--- config.mk ---
export PLATFORM = sky130hd
export DESIGN_NAME = dvl_pd5_frame_parser
export DESIGN_NICKNAME = d
export VERILOG_FILES = /design/src/hw/rtl/pd5fp_pkg.sv /design/src/hw/rtl/pd5fp_in_stage.sv /design/src/hw/rtl/pd5fp_parser.sv /design/src/hw/rtl/pd5fp_out_reg.sv /design/src/hw/rtl/dvl_pd5_frame_parser.sv
export SDC_FILE = /design/constraint.sdc
export NUM_CORES = 1
export LEC_CHECK = 0
export BUFFER_PORTS_ARGS = -buffer_cell sky130_fd_sc_hd__buf_4
export CAP_MARGIN = 20
export CORE_ASPECT_RATIO = 0.6
export CORE_MARGIN = 2
export CORE_UTILIZATION = 60
export DETAILED_ROUTE_END_ITERATION = 6
export GPL_ROUTABILITY_DRIVEN = 0
export HOLD_SLACK_MARGIN = 0.05
export PLACE_DENSITY_LB_ADDON = 0.25
export SYNTH_ARGS = -nofsm -noshare
export SYNTH_HDL_FRONTEND = slang
export SYNTH_SLANG_ARGS = --single-unit
--- constraint.sdc ---
create_clock -name clock -period 6.95 [get_ports clock]
set_input_delay 0.3475 -clock clock [delete_from_list [all_inputs] [get_ports clock]]
set_output_delay 0.3475 -clock clock [all_outputs]
set_load 0.02 [all_outputs]
--- src/hw/rtl/pd5fp_pkg.sv ---
package pd5fp_pkg;

   localparam int FIELD_COUNT = 40;
   localparam int TABLE_DEPTH = 128;

   localparam logic [7:0] SYNC_RESET       = 8'h7d;
   localparam logic [6:0] POS_HUNT         = 7'd0;
   localparam logic [6:0] POS_FIRST_DATA   = 7'd1;
   localparam logic [6:0] POS_CHK_LOW      = 7'd86;
   localparam logic [6:0] POS_CHK_HIGH     = 7'd87;
   localparam logic [5:0] STATUS_INDEX     = 6'd40;

   localparam logic [2:0] FIELD_SIZE [0:FIELD_COUNT-1] = '{
      3'd1, 3'd1, 3'd2, 3'd1,
      3'd2, 3'd2, 3'd2, 3'd2,
      3'd2, 3'd2, 3'd2, 3'd2,
      3'd1,
      3'd2, 3'd2, 3'd2, 3'd2,
      3'd2, 3'd2,
      3'd1,
      3'd1, 3'd1, 3'd1, 3'd1,
      3'd2, 3'd2, 3'd2, 3'd1, 3'd2,
      3'd2, 3'd2, 3'd2,
      3'd4, 3'd4, 3'd4, 3'd4, 3'd4, 3'd4, 3'd4, 3'd4
   };

   localparam logic FIELD_SIGNED [0:FIELD_COUNT-1] = '{
      1'b0, 1'b0, 1'b0, 1'b0,
      1'b1, 1'b1, 1'b1, 1'b1,
      1'b0, 1'b0, 1'b0, 1'b0,
      1'b0,
      1'b1, 1'b1, 1'b1, 1'b1,
      1'b1, 1'b1,
      1'b0,
      1'b0, 1'b0, 1'b0, 1'b0,
      1'b0, 1'b0, 1'b0, 1'b0, 1'b0,
      1'b1, 1'b1, 1'b1,
      1'b1, 1'b1, 1'b1, 1'b1, 1'b1, 1'b1, 1'b1, 1'b1
   };

   typedef struct packed {
      logic [5:0] index;
      logic [1:0] offset;
      logic       last;
      logic       sext;
   } pos_info_type;

   typedef pos_info_type [TABLE_DEPTH-1:0] pos_table_type;

   typedef struct packed {
      logic        emit;
      logic [5:0]  field_index;
      logic [31:0] field_value;
      logic        checksum_ok;
      logic        frame_last;
   } result_type;

   function automatic pos_table_type build_pos_table();
      pos_table_type tbl;
      int            start;
      tbl   = '0;
      start = 0;
      for (int f = 0; f < FIELD_COUNT; f++) begin
         for (int b = 0; b < int'(FIELD_SIZE[f]); b++) begin
            tbl[start + b].index  = 6'(f);
            tbl[start + b].offset = 2'(b);
            tbl[start + b].last   = (b == int'(FIELD_SIZE[f]) - 1);
            tbl[start + b].sext   = FIELD_SIGNED[f] && (FIELD_SIZE[f] == 3'd2);
         end
         start += int'(FIELD_SIZE[f]);
      end
      return tbl;
   endfunction

   localparam pos_table_type POS_TABLE = build_pos_table();

endpackage

--- src/hw/rtl/pd5fp_in_stage.sv ---
module pd5fp_in_stage (
   input  logic       clock,
   input  logic       reset,
   input  logic       req_valid,
   output logic       req_stall,
   input  logic [7:0] req_rx_byte,
   input  logic       can_take,
   output logic       advance,
   output logic [7:0] rx_byte
);
   logic       valid_ff;
   logic       valid_in;
   logic [7:0] byte_ff;
   logic       accept;

   always_comb begin
      advance   = valid_ff && can_take;
      req_stall = valid_ff && !advance;
      accept    = req_valid && !req_stall;
      if (accept) begin
         valid_in = 1'b1;
      end else if (advance) begin
         valid_in = 1'b0;
      end else begin
         valid_in = valid_ff;
      end
      rx_byte = byte_ff;
   end

   always_ff @(posedge clock) begin
      if (reset) begin
         valid_ff <= 1'b0;
      end else begin
         valid_ff <= valid_in;
      end
   end

   always_ff @(posedge clock) begin
      if (accept) begin
         byte_ff <= req_rx_byte;
      end
   end
endmodule

--- src/hw/rtl/pd5fp_parser.sv ---
module pd5fp_parser (
   input  logic                 clock,
   input  logic                 reset,
   input  logic                 advance,
   input  logic [7:0]           rx_byte,
   input  logic                 csr_write,
   input  logic [7:0]           csr_data,
   output pd5fp_pkg::result_type result
);
   import pd5fp_pkg::*;

   logic [7:0]   sync_ff;
   logic [6:0]   pos_ff;
   logic [6:0]   pos_in;
   logic [31:0]  acc_ff;
   logic [31:0]  acc_in;
   logic [15:0]  sum_ff;
   logic [15:0]  sum_in;
   pos_info_type info;
   logic [15:0]  chk;

   always_comb begin
      info   = POS_TABLE[pos_ff];
      chk    = {rx_byte, acc_ff[7:0]};
      pos_in = pos_ff;
      acc_in = acc_ff;
      sum_in = sum_ff;
      result = '0;
      if (pos_ff == POS_HUNT) begin
         if (rx_byte == sync_ff) begin
            pos_in             = POS_FIRST_DATA;
            acc_in             = {24'd0, rx_byte};
            sum_in             = {8'd0, rx_byte};
            result.emit        = 1'b1;
            result.field_value = {24'd0, rx_byte};
         end
      end else if (pos_ff < POS_CHK_LOW) begin
         if (info.offset == 2'd0) begin
            acc_in = {24'd0, rx_byte};
         end else begin
            acc_in = acc_ff | ({24'd0, rx_byte} << {info.offset, 3'b000});
         end
         sum_in             = sum_ff + {8'd0, rx_byte};
         pos_in             = pos_ff + 7'd1;
         result.emit        = info.last;
         result.field_index = info.index;
         if (info.sext && acc_in[15]) begin
            result.field_value = {16'hffff, acc_in[15:0]};
         end else begin
            result.field_value = acc_in;
         end
      end else if (pos_ff == POS_CHK_LOW) begin
         acc_in = {24'd0, rx_byte};
         pos_in = POS_CHK_HIGH;
      end else begin
         acc_in             = {16'd0, chk};
         pos_in             = POS_HUNT;
         result.emit        = 1'b1;
         result.field_index = STATUS_INDEX;
         result.field_value = {16'd0, chk};
         result.checksum_ok = (chk == sum_ff);
         result.frame_last  = 1'b1;
      end
      if (!advance) begin
         result.emit = 1'b0;
      end
   end

   always_ff @(posedge clock) begin
      if (reset) begin
         sync_ff <= SYNC_RESET;
         pos_ff  <= POS_HUNT;
         acc_ff  <= '0;
         sum_ff  <= '0;
      end else begin
         if (csr_write) begin
            sync_ff <= csr_data;
         end
         if (advance) begin
            pos_ff <= pos_in;
            acc_ff <= acc_in;
            sum_ff <= sum_in;
         end
      end
   end
endmodule

--- src/hw/rtl/pd5fp_out_reg.sv ---
module pd5fp_out_reg (
   input  logic                  clock,
   input  logic                  reset,
   input  pd5fp_pkg::result_type result,
   output logic                  can_take,
   output logic                  rsp_valid,
   input  logic                  rsp_stall,
   output logic [5:0]            rsp_field_index,
   output logic signed [31:0]    rsp_field_value,
   output logic                  rsp_checksum_ok,
   output logic                  rsp_frame_last
);
   import pd5fp_pkg::*;

   logic       valid_ff;
   logic       valid_in;
   result_type data_ff;

   always_comb begin
      can_take = !valid_ff || !rsp_stall;
      if (result.emit) begin
         valid_in = 1'b1;
      end else begin
         valid_in = valid_ff && rsp_stall;
      end
      rsp_valid       = valid_ff;
      rsp_field_index = data_ff.field_index;
      rsp_field_value = $signed(data_ff.field_value);
      rsp_checksum_ok = data_ff.checksum_ok;
      rsp_frame_last  = data_ff.frame_last;
   end

   always_ff @(posedge clock) begin
      if (reset) begin
         valid_ff <= 1'b0;
      end else begin
         valid_ff <= valid_in;
      end
   end

   always_ff @(posedge clock) begin
      if (result.emit) begin
         data_ff <= result;
      end
   end
endmodule

--- src/hw/rtl/dvl_pd5_frame_parser.sv ---
// A result passes from the input register through the result register to the outputs.
// Throughput: one byte per cycle while rsp_stall is low; a byte ending no field gives no result.
// Frame position, field assembly and checksum sum advance in one pass from the input register.
// Reset (synchronous, active high): hunting for sync, sync byte 0x7d, both registers empty.
module dvl_pd5_frame_parser (
   input  logic               clock,
   input  logic               reset,
   input  logic               req_valid,
   output logic               req_stall,
   input  logic [7:0]         req_rx_byte,
   output logic               rsp_valid,
   input  logic               rsp_stall,
   output logic [5:0]         rsp_field_index,
   output logic signed [31:0] rsp_field_value,
   output logic               rsp_checksum_ok,
   output logic               rsp_frame_last,
   input  logic               csr_valid,
   output logic               csr_ready,
   input  logic [7:0]         csr_sync_byte
);
   import pd5fp_pkg::*;

   logic       can_take;
   logic       advance;
   logic [7:0] rx_byte;
   result_type result;

   assign csr_ready = 1'b1;

   pd5fp_in_stage u_in_stage (
      .clock       (clock),
      .reset       (reset),
      .req_valid   (req_valid),
      .req_stall   (req_stall),
      .req_rx_byte (req_rx_byte),
      .can_take    (can_take),
      .advance     (advance),
      .rx_byte     (rx_byte)
   );

   pd5fp_parser u_parser (
      .clock     (clock),
      .reset     (reset),
      .advance   (advance),
      .rx_byte   (rx_byte),
      .csr_write (csr_valid && csr_ready),
      .csr_data  (csr_sync_byte),
      .result    (result)
   );

   pd5fp_out_reg u_out_reg (
      .clock           (clock),
      .reset           (reset),
      .result          (result),
      .can_take        (can_take),
      .rsp_valid       (rsp_valid),
      .rsp_stall       (rsp_stall),
      .rsp_field_index (rsp_field_index),
      .rsp_field_value (rsp_field_value),
      .rsp_checksum_ok (rsp_checksum_ok),
      .rsp_frame_last  (rsp_frame_last)
   );
endmodule

==> results of run 1 <==
==> placed cells by master, fill, tap and decap left out, types with 15 or more instances in the layout <==
cell type / synthesis / final
a22o_1: 15 / 15
xor2_1: 31 / 31
buf_4: 1 / 67
dfxtp_1: 75 / 75
a21oi_1: 52 / 51
clkbuf_16: 0 / 17
nor2_1: 74 / 74
inv_1: 15 / 15
nand2_1: 47 / 47
ha_1: 19 / 19
o21ai_0: 48 / 48
a22oi_1: 22 / 22
edfxtp_1: 48 / 48
nand3_1: 17 / 17
nor3_1: 16 / 16
==> power breakdown <==
| group | switching, mW | internal [mW] |
|---|---|---|
| clock network | 0.323 | 0.566 |
| registers | 0.0255 | 0.770 |
| logic | 0.120 | 0.0713 |
| total | 0.468 | 1.41 |
==> routing by layer <==
metal	GRT usage, %	up-vias
li1	-	2560
met1	42.80	2593
met2	41.75	398
met3	9.646	45
met4	10.04	0
met5	0	-
==> final timing paths <==
check                      start                    end  slack (ps)  depth (start not counted)
max           u_parser.pos_ff[0]       u_parser.info[2]        2260                         14
min               req_rx_byte[0]  u_in_stage.rx_byte[0]         110                          1
max reg2reg   u_parser.pos_ff[0]       u_parser.info[2]        2260                         14
min reg2reg  u_parser.acc_ff[22]    u_parser.acc_ff[22]         470                          2
==> worst reg2reg max path: stages, from the launching register on <==
cell and delay (ps):
dfxtp_1 390, inv_1 160, ha_1 170, or4b_4 480
or3_4 440, a21oi_2 270, nand2b_1 720, a21o_1 330
and2_1 310, inv_1 150, ha_1 380, mux2_2 300
nand2_1 70, o2111ai_1 120, a41o_1 270
==> cell families after synthesis <==
kind of cell | synth area share [%]
AND/OR/NAND/NOR | 15.91
AO/OA/AOI/OAI | 21.81
flip-flops | 46.71
buffers and inverters | 4.290
XOR/XNOR | 4.866
adder cells (fa/ha/maj) | 4.091
multiplexers | 2.264
other | 0.05953
==> sequential cells by signal (all words and copies together), names as in the netlist <==
register / count
u_parser.sync_ff: 8
u_in_stage.valid_ff: 1
u_out_reg.rsp_field_value: 32
u_out_reg.rsp_checksum_ok: 1
u_parser.info: 10
u_out_reg.rsp_frame_last: 1
u_parser.pos_ff: 7
u_parser.acc_ff: 32
u_in_stage.rx_byte: 8
u_parser.sum_ff: 16
u_out_reg.rsp_field_index: 6
u_out_reg.rsp_valid: 1
==> per-stage QoR <==
stage                     hold slack, ps  instances  setup slack [ps]
after detailed placement           457.7        832              2356
final                              106.0        864              2263
after global placement             448.3        832              2572
after CTS                          96.29        864              2313
after floorplan                    437.5        675              2858
after global routing               101.5        864              2023
==> final cells by class <==
cell class,count,area (µm²),area share (%)
inverter,19,71.32,0.9658
timing repair buffer,67,503.0,6.811
clock buffer,19,432.9,5.862
sequential,123,2943,39.85
clock inverter,13,167.7,2.270
tap,135,168.9,2.287
multi-input combinational,488,3098,41.95
==> metrics.md, run 1 <==
| Metric | Value |
|---|---|
| RSZ-0062 raised after global routing | `no` |
| Nets | `~760` |
| Post-synthesis sequential area ratio | `46.71%` |
| Top post-synthesis cells by count | `75 x dfxtp_1, 74 x nor2_1, 52 x a21oi_1` |
| Inserted Clock Buffers | `17` |
| Die area | `roughly 11000 µm²` |
| Post-synthesis async set-or-reset flop share | `0%` |
| Antenna fix cells | `0` |
| Final worst path period need | `4687 ps` |
| Crit-path cells | `inv_1, ha_1, or4b_4, or3_4, a21oi_2, nand2b_1, a21o_1, and2_1, inv_1, ha_1, mux2_2, nand2_1, o2111ai_1, a41o_1` |
| Routed wl met2 | `6922 µm` |
| DP Area | `6784 µm²` |
| Initial antenna violation count | `0` |
| HP Class | `in -> reg` |
| Final setup fails | `0` |
| Area grow syn2layout | `17.22%` |
| Core ar. | `10020 µm²` |
| Crit Path Class | `reg -> reg` |
| Clock Skew | `6.836 ps` |
| Drt first-iter violations | `968` |
| CP Launch Type | `flop` |
| Yosys top cell area share | `23.83%` |
| Final Hold Viols | `0` |
| Yosys top cell by area | `dfxtp_1` |
| Cell with the most instances after synthesis | `dfxtp_1` |
| Post-DP HPWL | `11130 µm` |
| CTS Hold Bufs | `0` |
| CP top delay family | `simple AND/OR/NAND/NOR gates` |
| Mapped Avg Cell Area | `around 9.3 µm²` |
| Starting density of the core | `62.87%` |
| Routed WL | `16420 µm` |
| Final core occ | `roughly 74%` |
| Unique cell type count in the Yosys netlist | `72` |
| Pwr/cell area | `roughly 250 nW/µm²` |
| Setup TNS | `0 ps` |
| Post-route ant nets | `0` |
| MaxCap Viol Count | `0` |
| CTS resizes | `0` |
| EDFF count, synth | `48` |
| Slew margin rel. | `31.79%` |
| Post-CTS setup buffer count | `0` |
| Synth Flop Type | `dfxtp_1` |
| Die Width | `around 140 µm` |
| Total power draw | `1.876 mW` |
| I/O Pins | `64` |
| Leakage | `2.908 nW` |
| Synthesized area | `6300 µm²` |
| IO Port Bufs | `62` |
| Syn Inst Count | `675` |
| DRT Pass-1 Iters | `6` |
| Slowest-stage cell, CP | `nand2b_1` |
| CTS tree | `built` |
| Peak Freq | `213.4 MHz` |
| DRT met1 WL | `7194 µm` |
| CTS root buffer | `clkbuf_16` |
| Synthesized flop and latch total | `123` |
| GRT overflow | `0` |
| CP Capture Type | `flop` |
| Ys Warns | `0` |
| Final Max Tran Viols | `0` |
| VDD IR-drop max | `roughly 0.17 mV` |
| Drt wl/cell | `19.00 µm` |
| Via-to-Cell Ratio | `about 6.5` |
| Status | `complete, no violations` |
| Met3 wire length | `2003 µm` |
| Final instance area | `around 7400 µm²` |
| Worst Path Buf+Inv | `2` |
| Clock sinks | `between 100 and 150` |
| Critical path required time | `7260 ps` |
| Worst-case clock buffer depth | `2` |
| Fillcell total | `703` |
| Worst Max-Slew Pin Slew | `1019 ps` |
| Vias | `5596` |
| Clock latency on the worst-skew pair | `roughly 410 ps` |
| Max FO, Critical Path | `22` |
| Max incr delay on CP | `720 ps` |
| Vias in the first global route | `5056` |
| GRT Util Overall | `29.66%` |
| First-pass GRT wire length | `26150 µm` |
| Chip Height | `83.37 µm` |
| Share of layout cells above drive strength 1 | `15.91%` |
| Highest Signal Layer | `met4` |
| Synth area leaders | `dfxtp_1 24%, edfxtp_1 23%, nor2_1 4.4%` |
| Final Cycle Share | `67.43%` |
| H-tree lvl count | `4` |
| Syn Nets | `716` |
| Site Rows | `28` |
| Largest net degree at the start of global routing | `49` |
| DRC | `0` |
| Crit path DAT | `5000 ps` |
| Clock transition at path regs | `around 60 ps` |
Note: power is estimated with default switching activity, not from simulation.
==> inputs of run 2 (changes only) <==
ABC_AREA = 1   (was default)
clock period = 4.9 ns   (was 6.95 ns; I/O delays follow)
==> run 2 against run 1 <==
Count of clock-buffer cells in the layout rose by 2. Critical endpoint is now u_parser.info[7]. Clock skew grew 4.4 ps. Utilization rose by 0.58 points. Sequential power grew 48%. Non-clock buffer count is 12 higher. Combinational power grew to 2.7 times the previous value. Global-route usage grew 3.1 points. Largest cell class unchanged. Sequential cell count unchanged. Critical path depth up 3. Cell count increased by 22%. Via count is 13% higher. Largest power group unchanged. Sequential share of layout area decreased by 2.7 points.
==> metrics.md, run 2 <==
| Metric | Value |
|---|---|
| Synth Flop Type | `dfxtp_1` |
| EDFF count, synth | `48 (unchanged)` |
| Multi-input logic area | `3137 µm² (+1.3%)` |
| CTS root buffer | `clkbuf_16` |
| DRC | `0 (unchanged)` |
| Clock transition at path regs | `50 ps (about the same)` |
| Synth area leaders | `dfxtp_1 23%, edfxtp_1 22%, nand2_1 10%` |
| I/O Pins | `64 (unchanged)` |
| Int Pwr | `2.196 mW (+56%)` |
| Clock Skew | `11.22 ps (+4.387 ps)` |
| Post-synthesis async set-or-reset flop share | `0% (unchanged)` |
| MaxCap Viol Count | `0 (unchanged)` |
| Largest net degree at the start of global routing | `39 (-20%)` |
| Inserted Clock Buffers | `17 (unchanged)` |
| Routed WL | `19070 µm (+16%)` |
| Via-to-Cell Ratio | `5.972 (-7.8%)` |
| Clk pwr share | `44.5% (-2.9 points)` |
| Area grow syn2layout | `19.40%` |
| Ys Warns | `0 (unchanged)` |
| Die Width | `139.8 µm (+2.6%)` |
| Worst Max-Slew Pin Slew | `997.2 ps (-21.52 ps)` |
| Vias | `6312 (+13%)` |
| Antenna fix cells | `0 (unchanged)` |
| Pwr/cell area | `385.9 nW/µm² (+52%)` |
| Syn Inst Count | `837 (+24%)` |
| Final Instance Count excl. Fillers | `1057 (+22%)` |
| Drt wl/cell | `18.04 µm (-5.1%)` |
| Share of layout cells above drive strength 1 | `16.23% (+0.32 points)` |
| Final Cycle Share | `73.07% (+5.6 points)` |
| Register area | `2943 µm² (unchanged)` |
| HP Class | `in -> reg` |
| Mapped Avg Cell Area | `7.929 µm² (-15%)` |
| Nets | `946 (+25%)` |
| Die area | `11950 µm² (+5.1%)` |
| Syn Nets | `878 (+23%)` |
| Pre-CTS setup slack | `1438 ps (-918.0 ps)` |
| Commonest cells after routing, fill and taps aside | `185 x nand2_1, 90 x inv_1, 75 x dfxtp_1, 72 x nor2_1, 66 x buf_4` |
| CTS tree | `built` |
| Site Rows | `29 (+3.6%)` |
| Commonest non-fill, non-tap cell in the layout | `nand2_1` |
| Vias in the first global route | `5753 (+14%)` |
| Setup TNS | `0 ps (unchanged)` |
| Leakage | `3.472 nW (+19%)` |
| Synthesized flop and latch total | `123 (unchanged)` |
| Yosys top cell by area | `dfxtp_1` |
| Post-CTS setup buffer count | `0 (unchanged)` |
| Combinational share of power | `16.8% (+6.6 points)` |
| H-tree lvl count | `4 (unchanged)` |
| Slew margin rel. | `33.37% (+1.6 points)` |
| Final Hold Viols | `0 (unchanged)` |
| Setup ws final | `1320 ps (-943.9 ps)` |
| Synthesized area | `6636 µm² (+5.3%)` |
| Starting density of the core | `62.21% (-0.66 points)` |
| Unique cell type count in the Yosys netlist | `47 (-35%)` |
| Drt first-iter violations | `1112 (+15%)` |
| Crit Path Class | `reg -> reg` |
| Yosys top cell area share | `22.62% (-1.2 points)` |
| DP Area | `7161 µm² (+5.6%)` |
| Top post-synthesis cells by count | `185 x nand2_1, 90 x inv_1, 75 x dfxtp_1` |
| Final setup fails | `0 (unchanged)` |
| Hold Worst Slack | `65.07 ps (-40.94 ps)` |
| Post-route ant nets | `0 (unchanged)` |
| Chip Height | `85.47 µm (+2.5%)` |
| Sw power | `0.8622 mW (+84%)` |
| Critical path required time | `5190 ps (-2070 ps)` |
| Post-DP HPWL | `13070 µm (+17%)` |
| Post-synthesis sequential area ratio | `44.34% (-2.4 points)` |
| Placed Instances | `1012 (+22%)` |
| GRT overflow | `0 (unchanged)` |
| Core ar. | `10670 µm² (+6.5%)` |
| Max FO, Critical Path | `25 (+14%)` |
| Switching Fraction | `28.20% (+3.2 points)` |
| Fillcell total | `758 (+7.8%)` |
| Crit path DAT | `3870 ps (-1130 ps)` |
| Initial antenna violation count | `0 (unchanged)` |
| Clock latency on the worst-skew pair | `420 ps (about the same)` |
| CP Launch Type | `flop` |
| GRT Util Overall | `32.80% (+3.1 points)` |
| RSZ-0062 raised after global routing | `no` |
| Final Max Tran Viols | `0 (unchanged)` |
| Worst-case clock buffer depth | `2 (unchanged)` |
| VDD IR-drop max | `0.3944 mV (+130%)` |
| First-pass GRT wire length | `30150 µm (+15%)` |
| Final worst path period need | `3580 ps (-1106 ps)` |
| Sequential share of power | `38.7% (-3.7 points)` |
| DRT Pass-1 Iters | `5 (-1)` |
| Status | `complete, no violations` |
| IO Port Bufs | `62 (unchanged)` |
| Peak Freq | `279.3 MHz (+31%)` |
| CP Capture Type | `flop` |
| Clock sinks | `123 (unchanged)` |
| Cell with the most instances after synthesis | `nand2_1` |
| Final instance area | `7924 µm² (+7.3%)` |
==> run 2: changes by cell type in the layout (fill, tap and decap cells not counted), moves of 13 or more <==
cell	previous run	this run
a22oi_1	22	0
a22o_1	15	0
inv_1	15	90
o21ai_0	48	63
nand2_1	47	185
xor2_1	31	5
dlygate4sd3_1	0	13
nand3_1	17	37
==> run 2: final timing paths <==
check,slack (ps),end,from,depth (start not counted)
worst max-delay path,1320,u_parser.info[7],u_parser.pos_ff[0],17
worst min-delay path,70,u_parser.sync_ff[5],csr_sync_byte[5],3
worst max register to register,1320,u_parser.info[7],u_parser.pos_ff[0],17
worst min register to register,480,u_parser.acc_ff[10],u_parser.acc_ff[10],2
==> run 2: routing by layer <==
layer | vias to the layer above | global-route usage, % | share of wire, %
met3 | 48 | 11.34 | 12
met1 | 2878 | 44.49 | 42
met5 | - | 0 | 0
met2 | 439 | 49.53 | 44
li1 | 2947 | - | -
met4 | 0 | 11.09 | 2.0
==> run 2: layout make-up <==
class | instances | share of cell area, %
clock buffer | 21 | 5.558
clock inverter | 11 | 2.432
inverter | 108 | 5.195
multi-input combinational | 576 | 39.59
sequential | 123 | 37.14
tap | 139 | 2.195
timing repair buffer | 79 | 7.895
==> run 2: power by group through the flow <==
stage | Sequential, mW | Combinational, mW | Clock (mW)
finish | 1.18 | 0.515 | 1.36
global route | 1.19 | 0.566 | 1.40
CTS | 1.18 | 0.499 | 1.36
detailed placement | 1.20 | 0.486 | 0
global placement | 1.20 | 0.470 | 0
floorplan | 1.20 | 0.336 | 0
==> run 2: repair_timing <==
| action | in CTS | in global routing |
|---|---|---|
| endpoints found under the hold margin | 13 | 0 |
| resized for setup | 0 | 0 |
| hold buffers | 13 | 0 |
==> run 2: logic make-up after synthesis <==
logic type | count (synthesis) | share of synthesized area, %
xor+xnor | 21 | 2.771
fa+ha+maj | 20 | 3.884
compound gates | 191 | 16.84
simple gates | 343 | 23.55
flops | 123 | 44.34
other cells | 1 | 0.05651
buf+inv | 138 | 8.559
==> run 2: stage by stage <==
stage | power (mW) | util, %
5_1_grt | 3.154 | 74.28
2_1_floorplan | 1.539 | -
3_3_place_gp | 1.666 | 67.12
3_5_place_dp | 1.685 | 67.12
6_report | 3.058 | 74.28
4_1_cts | 3.038 | 74.28
==> run 2: worst max-delay path, cell delays in order, from the launching register on <==
cell     delay, ps
dfxtp_1        350
inv_1          160
ha_1           170
inv_1           40
nor2_1         100
nand3_2        230
inv_2          410
nand2_4        130
nand2_4        330
nand2_2        170
nand3_4        210
inv_2          130
ha_1           200
inv_1          130
nand2_1        110
nand2_1        160
nand3_1         90
a21oi_1        310
==> inputs of run 3 (changes only) <==
ABC_AREA = 0   (was 1)
CORE_UTILIZATION = 59   (was 60)
clock period = 3.7 ns   (was 4.9 ns; I/O delays follow)
==> run 3 against run 2 <==
The flow now finishes with violations (DRC). Count of clock-buffer cells in the layout is 3 lower. Largest power group unchanged. Wire length is 5.8% lower. Largest cell class unchanged. First-iteration DRC count is 31% lower. Design area is 1.7% lower.
==> metrics.md, run 3 (same netlist as run 1, synthesis figures left out) <==
| Metric | Value |
|---|---|
| Status | `complete, but fails checks` |
| Failing checks | `DRC` |
| Die Width | `137.4 µm (-1.7%)` |
| First-pass GRT wire length | `28890 µm (-4.2%)` |
| Routed WL | `17950 µm (-5.8%)` |
| Antenna fix cells | `0 (unchanged)` |
| H-tree lvl count | `4 (unchanged)` |
| CTS tree | `built` |
| Crit path DAT | `3810 ps (-60 ps)` |
| Crit-path cells | `inv_1, ha_1, or4b_4, or3_4, a21oi_4, nand2b_1, a21o_1, and2_1, inv_1, ha_1, mux2_2, nand2_1, o2111ai_1, a41o_1` |
| Commonest cells after routing, fill and taps aside | `90 x buf_4, 75 x dfxtp_1, 74 x nor2_1, 51 x a21oi_1` |
| Via-to-Cell Ratio | `6.433 (+7.7%)` |
| Clock Skew | `8.749 ps (-2.475 ps)` |
| Setup TNS | `0 ps (unchanged)` |
| DRC | `1 (+1)` |
| HP Class | `in -> reg` |
| Chip Height | `84.04 µm (-1.7%)` |
| Drt first-iter violations | `764 (-31%)` |
| Register area | `2943 µm² (unchanged)` |
| Final setup fails | `0 (unchanged)` |
| DRT Pass-1 Iters | `7 (+2)` |
| IO Port Bufs | `62 (unchanged)` |
| Nets | `798 (-16%)` |
| Final Hold Viols | `0 (unchanged)` |
| Starting density of the core | `60.08% (-2.1 points)` |
| Slowest-stage cell, CP | `or4b_4` |
| Most used routing layer | `met2` |
| I/O Pins | `64 (unchanged)` |
| CP Launch Type | `flop` |
| GRT Util Overall | `32.91% (+0.12 points)` |
| MaxCap Viol Count | `0 (unchanged)` |
| Area grow syn2layout | `23.63%` |
| Die area | `11550 µm² (-3.3%)` |
| VDD IR-drop max | `0.5232 mV (+33%)` |
| CTS root buffer | `clkbuf_16` |
| Post-route ant nets | `0 (unchanged)` |
| Peak Freq | `286.3 MHz (+2.5%)` |
| Final Cycle Share | `94.41% (+21 points)` |
| Slew margin rel. | `39.23% (+5.9 points)` |
| Inserted Clock Buffers | `17 (unchanged)` |
| Site Rows | `29 (unchanged)` |
| Met2 Usage GRT | `49.48% (-0.054 points)` |
| Worst Max-Slew Pin Slew | `907.5 ps (-89.63 ps)` |
| RSZ-0062 raised after global routing | `no` |
| Final Max Tran Viols | `0 (unchanged)` |
| Share of layout cells above drive strength 1 | `18.18% (+2.0 points)` |
| GRT overflow | `0 (unchanged)` |
| Vias | `5848 (-7.4%)` |
| Global-route track usage on met3 | `9.715% (-1.6 points)` |
| Vias in the first global route | `5652 (-1.8%)` |
| Final worst path period need | `3493 ps (-87.11 ps)` |
| Setup ws final | `206.7 ps (-1113 ps)` |
| Critical path required time | `4020 ps (-1170 ps)` |
| Pre-CTS setup slack | `152.9 ps (-1285 ps)` |
| Largest net degree at the start of global routing | `49 (+26%)` |
| Pwr/cell area | `477.5 nW/µm² (+24%)` |
| Worst-case clock buffer depth | `2 (unchanged)` |
| Fillcell total | `740 (-2.4%)` |
| Post-DP HPWL | `11710 µm (-10%)` |
| Clock transition at path regs | `60 ps (about the same)` |
| Crit Path Class | `reg -> reg` |
| Commonest non-fill, non-tap cell in the layout | `buf_4` |
| Initial antenna violation count | `0 (unchanged)` |
| Met1 Usage GRT | `44.89% (+0.40 points)` |
| Leakage | `3.120 nW (-10%)` |
| Core ar. | `10490 µm² (-1.7%)` |
| CP Capture Type | `flop` |
| Max incr delay on CP | `470 ps (+60 ps)` |
| Drt wl/cell | `19.75 µm (+9.5%)` |
| Clock sinks | `123 (unchanged)` |
| Clock latency on the worst-skew pair | `430 ps (about the same)` |
| Max FO, Critical Path | `9 (-64%)` |
| Multi-input logic area | `3105 µm² (-1.0%)` |
run 3: cell types whose count changed in the layout (fill, tap and decap cells not counted), moves of 20 or more:
| cell | previous run | this run |
|---|---|---|
| nand2_1 | 185 | 47 |
| inv_1 | 90 | 15 |
| xor2_1 | 5 | 31 |
| buf_4 | 66 | 90 |
| a22oi_1 | 0 | 22 |
| nand3_1 | 37 | 17 |
run 3: worst max-delay path, delay by kind of cell, from the launching register on:
kind	cells	cell delay (ps)
AO/OA/AOI/OAI	4	700
adder cells (fa/ha/maj)	2	520
buffers and inverters	2	260
flip-flops	1	400
multiplexers	1	300
AND/OR/NAND/NOR	5	1200
run 3: timing repair:
item / 4_1_cts / 5_1_grt
hold endpoints to repair: 18 / 0
hold buffers: 18 / 0
buffers inserted: 0 / 2
setup endpoints to repair: 0 / 3
resized for setup: 0 / 1
run 3: worst paths after layout:
path	from	to	slack, ps	cells after the start
min	csr_valid	u_parser.sync_ff[2]	110	3
max reg2reg	u_parser.pos_ff[0]	u_parser.info[2]	210	14
max	u_parser.pos_ff[0]	u_parser.info[2]	210	14
min reg2reg	u_parser.acc_ff[19]	u_parser.acc_ff[19]	480	2
run 3: area by class of cell:
class	instances	share of cell area [%]
Clock inverter	14	2.699
Sequential cell	123	37.78
Clock buffer	18	5.510
Multi-Input combinational cell	488	39.87
Tap cell	139	2.233
Timing Repair Buffer	108	10.99
Inverter	19	0.9157
run 3: where the power goes:
part | total [mW] | internal [mW] | switching, mW
Clock | 1.81 | 1.14 | 0.670
Combinational | 0.430 | 0.169 | 0.261
Sequential | 1.48 | 1.45 | 0.0292
run 3: routing by layer:
layer / part of all wire [%] / routed length [µm]
met4: 2.1 / 381
met2: 44 / 7942
met5: 0 / 0
met3: 11 / 1955
met1: 43 / 7674
run 3: per-stage QoR:
step / util, % / instances / cell area, µm² / total power [mW] / hold WS [ps]
detailed placement: 66.25 / 857 / 6947 / 1.889 / 365.3
finish: 74.28 / 909 / 7789 / 3.719 / 112.8
floorplan: - / 675 / 6304 / 1.753 / 283.9
global route: 74.28 / 909 / 7789 / 3.823 / 120.4
CTS: 74.06 / 907 / 7766 / 3.696 / 101.9
global placement: 66.25 / 857 / 6947 / 1.874 / 364.2
